[src/hdl/rgb2hsv_pkg.sv]
// Shared types, constants and the divider step for the RGB to HSV pixel converter.
// No dependencies; the top level rgb_to_hsv_pixel imports this package.
`default_nettype none

package rgb2hsv_pkg;

  // Hue scale: one sixth of a turn and a full turn in 1/64 degree units.
  localparam logic [14:0] HUE_SIXTH = 15'd3840;
  localparam logic [14:0] HUE_FULL  = 15'd23040;

  // Sector offsets for the green and blue maximum cases.
  localparam logic [14:0] HUE_OFS_GREEN = 15'd7680;
  localparam logic [14:0] HUE_OFS_BLUE  = 15'd15360;

  // One quotient bit is resolved per pipeline stage.
  localparam int DIV_STEPS = 16;

  // Which channel holds the maximum, in test order.
  typedef enum logic [1:0] {
    SECT_RED,
    SECT_GREEN,
    SECT_BLUE
  } sector_t;

  // One restoring divider lane: partial remainder and the numerator bits
  // still to be shifted in, which fill up with quotient bits from the right.
  typedef struct packed {
    logic [7:0]  rem;
    logic [15:0] work;
  } div_lane_t;

  // Everything that travels down the divider stages with one word.
  typedef struct packed {
    div_lane_t   sat;
    div_lane_t   hue;
    logic [7:0]  mx;
    logic [7:0]  delta;
    sector_t     sector;
    logic        neg;
    logic        grey;
    logic        black;
  } div_stage_t;

  // One restoring step: bring down the next numerator bit, subtract the
  // divisor if it fits and record the quotient bit.
  function automatic div_lane_t div_step(div_lane_t lane, logic [7:0] divisor);
    logic [8:0] trial;
    logic       fits;
    div_lane_t  res;
    trial = {lane.rem, lane.work[15]};
    fits  = (trial >= {1'b0, divisor});
    res.rem  = fits ? 8'(trial - {1'b0, divisor}) : trial[7:0];
    res.work = {lane.work[14:0], fits};
    return res;
  endfunction

endpackage

`default_nettype wire

[src/hdl/rgb2hsv_pix_if.sv]
// Input channel: one RGB pixel word with valid/ready handshake.
// No dependencies.
`default_nettype none

interface rgb2hsv_pix_if;
  logic       valid;
  logic       ready;
  logic [7:0] red;
  logic [7:0] green;
  logic [7:0] blue;

  modport source (output valid, output red, output green, output blue, input ready);
  modport sink   (input valid, input red, input green, input blue, output ready);
endinterface

`default_nettype wire

[src/hdl/rgb2hsv_res_if.sv]
// Output channel: one HSV result word with valid/ready handshake.
// No dependencies.
`default_nettype none

interface rgb2hsv_res_if;
  logic        valid;
  logic        ready;
  logic [14:0] hue;
  logic [15:0] saturation;
  logic [7:0]  brightness;
  logic        hue_undefined;

  modport source (output valid, output hue, output saturation, output brightness,
                  output hue_undefined, input ready);
  modport sink   (input valid, input hue, input saturation, input brightness,
                  input hue_undefined, output ready);
endinterface

`default_nettype wire

[src/hdl/rgb_to_hsv_pixel.sv]
// RGB to HSV pixel converter, top level.
// Depends on rgb2hsv_pkg, rgb2hsv_pix_if and rgb2hsv_res_if.
//
// Usage:
//   pix carries one 8-bit RGB pixel per word; res carries hue (1/64 degree),
//   saturation (0..65535), brightness (largest channel) and hue_undefined,
//   which is set only for a black pixel. A word moves when valid and ready
//   are both high at a rising clock edge.
// Pipeline and throughput:
//   A pixel accepted at one edge passes on its way to res through
//   19 registers: max/min (loaded at the accepting edge),
//   numerators, 16 restoring divider stages that each resolve one quotient
//   bit for saturation and hue side by side, and the output register that
//   applies the sector offset. One pixel per clock while res is taken.
// Reset:
//   rst is synchronous and active high; it clears every stage valid bit and
//   the output valid, so the pipeline restarts empty.
// Stalls:
//   When res holds a word that is not taken, the whole pipeline freezes and
//   pix.ready drops in the same cycle; no word is lost or repeated.
`default_nettype none

module rgb_to_hsv_pixel (
  input  logic                 clk,
  input  logic                 rst,
  rgb2hsv_pix_if.sink          pix,
  rgb2hsv_res_if.source        res
);
  import rgb2hsv_pkg::*;

  // Pipeline moves when the output register is empty or being emptied.
  logic advance;
  assign advance   = !res.valid || res.ready;
  assign pix.ready = advance;

  // Max, min and the signed channel difference of the sector.
  logic [7:0] mx_in;
  logic [7:0] mn_in;
  sector_t    sector_in;
  logic [8:0] diff_in;
  logic [7:0] mag_in;

  always_comb begin
    mx_in = (pix.red > pix.green) ? pix.red : pix.green;
    mx_in = (mx_in > pix.blue) ? mx_in : pix.blue;
    mn_in = (pix.red < pix.green) ? pix.red : pix.green;
    mn_in = (mn_in < pix.blue) ? mn_in : pix.blue;
    priority if (pix.red == mx_in) begin
      sector_in = SECT_RED;
      diff_in   = {1'b0, pix.green} - {1'b0, pix.blue};
    end else if (pix.green == mx_in) begin
      sector_in = SECT_GREEN;
      diff_in   = {1'b0, pix.blue} - {1'b0, pix.red};
    end else begin
      sector_in = SECT_BLUE;
      diff_in   = {1'b0, pix.red} - {1'b0, pix.green};
    end
    mag_in = diff_in[8] ? 8'(-diff_in) : diff_in[7:0];
  end

  // Stage 1 registers.
  logic       s1_valid;
  logic [7:0] s1_mx;
  logic [7:0] s1_delta;
  sector_t    s1_sector;
  logic       s1_neg;
  logic [7:0] s1_mag;

  always_ff @(posedge clk) begin
    if (rst) begin
      s1_valid <= 1'b0;
    end else if (advance) begin
      s1_valid <= pix.valid;
    end
  end

  always_ff @(posedge clk) begin
    if (advance) begin
      s1_mx     <= mx_in;
      s1_delta  <= mx_in - mn_in;
      s1_sector <= sector_in;
      s1_neg    <= diff_in[8];
      s1_mag    <= mag_in;
    end
  end

  // Rounded numerators: delta*65535 + max/2 and mag*3840 + delta/2.
  // Constant multiplies are written as shift and subtract.
  logic [23:0] sat_num;
  logic [23:0] hue_num;
  div_stage_t  div_first;

  always_comb begin
    sat_num = {s1_delta, 16'h0000} - {16'h0000, s1_delta} + {17'h00000, s1_mx[7:1]};
    hue_num = {4'h0, s1_mag, 12'h000} - {8'h00, s1_mag, 8'h00}
              + {17'h00000, s1_delta[7:1]};
    div_first.sat.rem  = sat_num[23:16];
    div_first.sat.work = sat_num[15:0];
    div_first.hue.rem  = hue_num[23:16];
    div_first.hue.work = hue_num[15:0];
    div_first.mx       = s1_mx;
    div_first.delta    = s1_delta;
    div_first.sector   = s1_sector;
    div_first.neg      = s1_neg;
    div_first.grey     = (s1_delta == 8'h00);
    div_first.black    = (s1_mx == 8'h00);
  end

  // Divider pipeline: entry 0 holds the numerators, each later entry one
  // more quotient bit. The quotient fits 16 bits because delta <= max.
  div_stage_t           dv       [DIV_STEPS+1];
  logic [DIV_STEPS:0]   dv_valid;

  always_ff @(posedge clk) begin
    if (rst) begin
      dv_valid <= '0;
    end else if (advance) begin
      dv_valid <= {dv_valid[DIV_STEPS-1:0], s1_valid};
    end
  end

  always_ff @(posedge clk) begin
    if (advance) begin
      dv[0] <= div_first;
    end
  end

  for (genvar i = 0; i < DIV_STEPS; i++) begin : g_div
    always_ff @(posedge clk) begin
      if (advance) begin
        dv[i+1].sat    <= div_step(dv[i].sat, dv[i].mx);
        dv[i+1].hue    <= div_step(dv[i].hue, dv[i].delta);
        dv[i+1].mx     <= dv[i].mx;
        dv[i+1].delta  <= dv[i].delta;
        dv[i+1].sector <= dv[i].sector;
        dv[i+1].neg    <= dv[i].neg;
        dv[i+1].grey   <= dv[i].grey;
        dv[i+1].black  <= dv[i].black;
      end
    end
  end

  // Apply sector offset and sign, wrap negative hue by a full turn.
  div_stage_t  dv_last;
  logic [14:0] hue_ofs;
  logic [15:0] hue_q;
  logic [15:0] hue_sum;
  logic [15:0] hue_wrap;
  logic [14:0] hue_out;
  logic [15:0] sat_out;

  always_comb begin
    dv_last = dv[DIV_STEPS];
    unique case (dv_last.sector)
      SECT_RED:   hue_ofs = 15'd0;
      SECT_GREEN: hue_ofs = HUE_OFS_GREEN;
      SECT_BLUE:  hue_ofs = HUE_OFS_BLUE;
      default:    hue_ofs = 15'd0;
    endcase
    hue_q    = dv_last.hue.work;
    hue_sum  = dv_last.neg ? ({1'b0, hue_ofs} - hue_q) : ({1'b0, hue_ofs} + hue_q);
    hue_wrap = hue_sum[15] ? (hue_sum + {1'b0, HUE_FULL}) : hue_sum;
    hue_out  = (dv_last.grey || dv_last.black) ? 15'd0 : hue_wrap[14:0];
    sat_out  = dv_last.black ? 16'h0000 : dv_last.sat.work;
  end

  // Output register.
  always_ff @(posedge clk) begin
    if (rst) begin
      res.valid <= 1'b0;
    end else if (advance) begin
      res.valid <= dv_valid[DIV_STEPS];
    end
  end

  always_ff @(posedge clk) begin
    if (advance) begin
      res.hue           <= hue_out;
      res.saturation    <= sat_out;
      res.brightness    <= dv_last.mx;
      res.hue_undefined <= dv_last.black;
    end
  end

endmodule

`default_nettype wire
[src/flat_wrapper.sv]
// flat-port wrapper written by rule: the top's interface ports become plain ports
module rgb_to_hsv_pixel_flat import rgb2hsv_pkg::*;
  (clk, rst, pix_valid, pix_red, pix_green, pix_blue, pix_ready, res_valid, res_hue, res_saturation, res_brightness, res_hue_undefined, res_ready);
  rgb2hsv_pix_if pix_i ();
  rgb2hsv_res_if res_i ();
  input  logic clk;
  input  logic rst;
  input wire logic [$bits(pix_i.valid)-1:0] pix_valid;
  input wire logic [$bits(pix_i.red)-1:0] pix_red;
  input wire logic [$bits(pix_i.green)-1:0] pix_green;
  input wire logic [$bits(pix_i.blue)-1:0] pix_blue;
  output wire logic [$bits(pix_i.ready)-1:0] pix_ready;
  output wire logic [$bits(res_i.valid)-1:0] res_valid;
  output wire logic [$bits(res_i.hue)-1:0] res_hue;
  output wire logic [$bits(res_i.saturation)-1:0] res_saturation;
  output wire logic [$bits(res_i.brightness)-1:0] res_brightness;
  output wire logic [$bits(res_i.hue_undefined)-1:0] res_hue_undefined;
  input wire logic [$bits(res_i.ready)-1:0] res_ready;
  assign pix_i.valid = pix_valid;
  assign pix_i.red = pix_red;
  assign pix_i.green = pix_green;
  assign pix_i.blue = pix_blue;
  assign pix_ready = pix_i.ready;
  assign res_valid = res_i.valid;
  assign res_hue = res_i.hue;
  assign res_saturation = res_i.saturation;
  assign res_brightness = res_i.brightness;
  assign res_hue_undefined = res_i.hue_undefined;
  assign res_i.ready = res_ready;
  rgb_to_hsv_pixel u_core (.clk(clk), .rst(rst), .pix(pix_i), .res(res_i));
endmodule
[config.mk]
export PLATFORM = sky130hd
export DESIGN_NAME = rgb_to_hsv_pixel_flat
export DESIGN_NICKNAME = d
export VERILOG_FILES = /design/src/hdl/rgb2hsv_pkg.sv /design/src/hdl/rgb2hsv_pix_if.sv /design/src/hdl/rgb2hsv_res_if.sv /design/src/hdl/rgb_to_hsv_pixel.sv /design/src/flat_wrapper.sv
export SDC_FILE = /design/constraint.sdc
export NUM_CORES = 2
export LEC_CHECK = 0
export BUFFER_PORTS_ARGS = -buffer_cell sky130_fd_sc_hd__buf_4
export CORE_MARGIN = 5
export CORE_UTILIZATION = 50
export CTS_BUF_LIST = sky130_fd_sc_hd__clkbuf_4
export DETAILED_ROUTE_END_ITERATION = 10
export PLACE_DENSITY = 0.68
export SYNTH_ARGS = -nofsm -noshare
export SYNTH_HDL_FRONTEND = slang
export SYNTH_SLANG_ARGS = --single-unit
export TNS_END_PERCENT = 50
[constraint.sdc]
create_clock -name clk -period 36.3 [get_ports clk]
set_input_delay 3.63 -clock clk [delete_from_list [all_inputs] [get_ports clk]]
set_output_delay 3.63 -clock clk [all_outputs]
set_load 0.02 [all_outputs]
==> run metrics <==
run status=complete, no violations; sequential cell area=0.03368 mm2; total via count after detailed routing=28.95k; max capacitance violation total=0; worst slew slack as a fraction of its limit=0.2757; residual antenna-violating net count after detailed routing=0; Setup TNS Final=0 ps; highest-delay cell along the critical path=sky130_fd_sc_hd__o2111a_1; Top Family by Delay on Critical Path=simple AND/OR/NAND/NOR gates; number of flops mapped to enable cells by yosys=1109; setup slack, reg-to-reg=31830 ps; number of inserted filler cells in the final layout=8296; footprint of the multi-input gates=0.01484 mm2; number of sinks on the clock net=1128; terminus of the critical flop-to-flop path=u_core.dv[13][24]$_DFFE_PP_; Setup WS pre-CTS=26780 ps; largest stage delay on the critical path=840 ps; switching power=1.799 mW; IO Pins=70; maximum clock frequency=0.1187 GHz; CTS tree=built; number of vias per cell=5.048; Wirelength per Cell=14.27 um; placed wire-length estimate after detailed placement=56.12 mm; overall routed net length=81.83 mm; Hold Crit Class=reg2reg; Worst Max-Slew Pin Slew=1086 ps; design area=0.05660 mm2; Hold Fails Final Rpt=0; part of the cycle the worst path needs=0.2322; Clk Latency, worst-skew pair=1130 ps; x dimension of the die=328.7 um; proportion of power drawn by combinational gates=0.349; number of instances in the synthesized netlist=3822; number of global-route vias before repair=29.65k; GRT Resource Usage Total=0.1534; sequential cell fraction of total power=0.457; class of the most critical setup path=in2reg; floorplan core area=0.1013 mm2; final worst slack=27870 ps; DRC=0; final design utilization=0.5588; Required @ worst endpoint=37110 ps; Core Rows=117; synthesized area per cell=13.29 um2; number of antenna violations at the first check in global routing=3; effective utilization at floorplan=0.5013; share of total power in the clock network=0.194; maximum buffer depth of the clock tree=4; largest vdd supply drop=0.00003560 V; count of distinct cell types in the synthesized netlist=69; wire length of the first global-routing pass=136.0 mm; Critical path destination=u_core.s1_mag[6]$_DFFE_PP_; buffers and inverters on the worst path=3; vertical die dimension=328.7 um; Setup violations, final=0; clock-pin slew reported for the worst setup and hold paths after clock tree synthesis=60 ps; post-placement cell area=0.05296 mm2; share of async-settable or async-resettable flops after synthesis=0; post-synthesis sequential area ratio=0.6633; static leakage=23.52 nW; CP Capture Type=flip-flop; largest net degree at the start of global routing=221; # port buffers=69; violation count after the first detailed-routing iteration=1423; Post-Syn Area=0.05078 mm2; time the final worst path needs with I/O delays and setup=8427 ps; beginning of the critical path=pix_green[5]; Post-CTS Setup Inserts=0; maximum fanout along the worst path=18; critical path arrival=9240 ps; dominant synthesized flop cell=sky130_fd_sc_hd__edfxtp_1; total global routing overflow=0; cell-by-cell trace of the critical path=buf_4, inv_1, ha_1, nand3_1, or3_1, a21boi_1, buf_4, nand2_1, o21ai_0, ha_1, nand4_1, nor2_1, nor2b_1, nor2_1, nor2_1, a222oi_1, o2111a_1, mux2_2, ha_1, a31oi_1, xnor2_1; count of warnings emitted by yosys=0; number of CTS-inserted buffers=310; # resized after CTS=0; routability congestion estimate from global placement=0.8602; internal power contribution=3.591 mW; Worst Clk Skew=105.8 ps; final net count=4559; power density of the placed cells=95.23 mW/mm2; clock root buffer=sky130_fd_sc_hd__clkbuf_4; cts hold-fix bufs=0; most frequent cells in the layout=sky130_fd_sc_hd__edfxtp_1, sky130_fd_sc_hd__inv_1, sky130_fd_sc_hd__clkbuf_4; unrepaired setup endpoints after global routing=false; area overhead of the layout relative to synthesis=11.46%; final-report max-slew violation count=0; Syn Nets=4211; layout cells sized above 1=0.1289; detailed-routing iteration count for the pre-antenna-repair pass=7; flop and latch count out of synthesis=1128; Reg2Reg Depth=6; die outline area=0.1080 mm2; crit start category=input port; number of H-tree branching levels=5; share of total power consumed by net switching=0.3338; depth of the critical timing path with buffers and inverters included=21; Crit Reg-Reg Startpoint=u_core.res.valid$_SDFFE_PP0P_; most common cell after layout, fill and taps aside=sky130_fd_sc_hd__edfxtp_1; post-route worst hold slack=333.1 ps
## power groups by stage
| stage | combinational, mW | sequential, mW | clock (mW) |
|---|---|---|---|
| finish | 1.88 | 2.46 | 1.04 |
| floorplan | 1.46 | 2.41 | 0 |
| detailed placement | 1.89 | 2.49 | 0 |
| global placement | 1.83 | 2.48 | 0 |
| CTS | 1.90 | 2.47 | 1.09 |
| global route | 2.17 | 2.53 | 1.16 |
## through the flow
stage               power (mW)  std cells
floorplan                3.869       3822
global placement         4.307       5226
detailed placement       4.382       5226
CTS                      5.460       5727
global route             5.859       5734
finish                   5.390       5735
## cell type report
type,instances,share of cell area
clock inverters,60,0.005482
flip-flops and latches,1128,0.5951
multi-input cells,2096,0.2621
well taps,1368,0.03024
diodes,8,0.0003537
repair buffers,85,0.01172
clock buffers,441,0.05849
inverters,549,0.03654
## cell usage after synthesis (all sizes together) (3+ instances only)
master | number | area (um2)
edfxtp | 1109 | 33300
inv | 547 | 2053
ha | 326 | 4079
o21ai | 302 | 1526
nand2 | 281 | 1055
nor2 | 196 | 735.7
a21oi | 195 | 975.9
xor2 | 88 | 770.7
xnor2 | 87 | 762.0
nor2b | 68 | 425.4
nand4 | 64 | 400.4
a21o | 61 | 457.9
o31ai | 61 | 457.9
and3 | 59 | 369.1
a21boi | 44 | 330.3
clkbuf | 44 | 165.2
nor3 | 36 | 180.2
fa | 35 | 700.7
a311oi | 31 | 271.5
o21bai | 27 | 202.7
dfxtp | 19 | 380.4
nand2b | 18 | 112.6
mux2i | 17 | 186.4
nand3 | 12 | 60.06
mux2 | 10 | 120.1
o221ai | 8 | 70.07
or3 | 8 | 50.05
a31oi | 7 | 43.79
a221oi | 5 | 43.79
buf | 5 | 45.04
a41oi | 4 | 50.05
o21a | 4 | 30.03
a211o | 3 | 26.28
a222oi | 3 | 30.03
a22oi | 3 | 22.52
nor4 | 3 | 33.78
o22ai | 3 | 18.77
o2bb2ai | 3 | 26.28
or2 | 3 | 18.77
or4 | 3 | 22.52
## routing by layer
layer | vias to the layer above | GRT usage | share of wire
li1 | 14682 | - | -
met1 | 13575 | 0.1722 | 0.41
met2 | 503 | 0.2755 | 0.52
met3 | 188 | 0.03507 | 0.037
met4 | 0 | 0.07530 | 0.032
met5 | - | 0 | 0
## worst min path at each step
stage / startpoint / endpoint / slack, ps / cells past startpoint
finish: u_core.dv[2][46]$_DFFE_PP_ / u_core.dv[3][47]$_DFFE_PP_ / 330 / 0
global route: u_core.dv[5][59]$_DFFE_PP_ / u_core.dv[6][60]$_DFFE_PP_ / 340 / 0
CTS: u_core.dv[2][46]$_DFFE_PP_ / u_core.dv[3][47]$_DFFE_PP_ / 340 / 0
detailed placement: u_core.dv[9][48]$_DFFE_PP_ / u_core.dv[10][49]$_DFFE_PP_ / 400 / 0
global placement: u_core.dv[1][0]$_DFFE_PP_ / u_core.dv[2][0]$_DFFE_PP_ / 400 / 0
floorplan: u_core.s1_neg$_DFFE_PP_ / u_core.dv[0][2]$_DFFE_PP_ / 400 / 0
## state kept, by name (all words and copies together) (netlist names), 2 cells and up
signal	count
u_core.res.saturation	16
u_core.dv	1042
u_core.dv_valid	17
u_core.s1_delta	8
u_core.s1_mx	8
u_core.res.hue	15
u_core.s1_sector	2
u_core.res.brightness	8
u_core.s1_mag	8
## cell families after synthesis
| logic type | count (synthesis) | share of synthesized area |
|---|---|---|
| buffers and inverters | 598 | 0.04472 |
| adder cells (fa/ha/maj) | 361 | 0.09412 |
| flip-flops | 1128 | 0.6633 |
| XOR/XNOR | 175 | 0.03018 |
| AND/OR/NAND/NOR | 757 | 0.06911 |
| AO/OA/AOI/OAI | 776 | 0.09259 |
| multiplexers | 27 | 0.006036 |
## worst reg2reg max path, delay by kind of cell (launching register included)
| kind | cells | cell delay [ps] |
|---|---|---|
| and+or+nand+nor | 1 | 120 |
| buffers and inverters | 5 | 3630 |
| DFF | 1 | 300 |
Note: power is estimated with default switching activity, not from simulation.
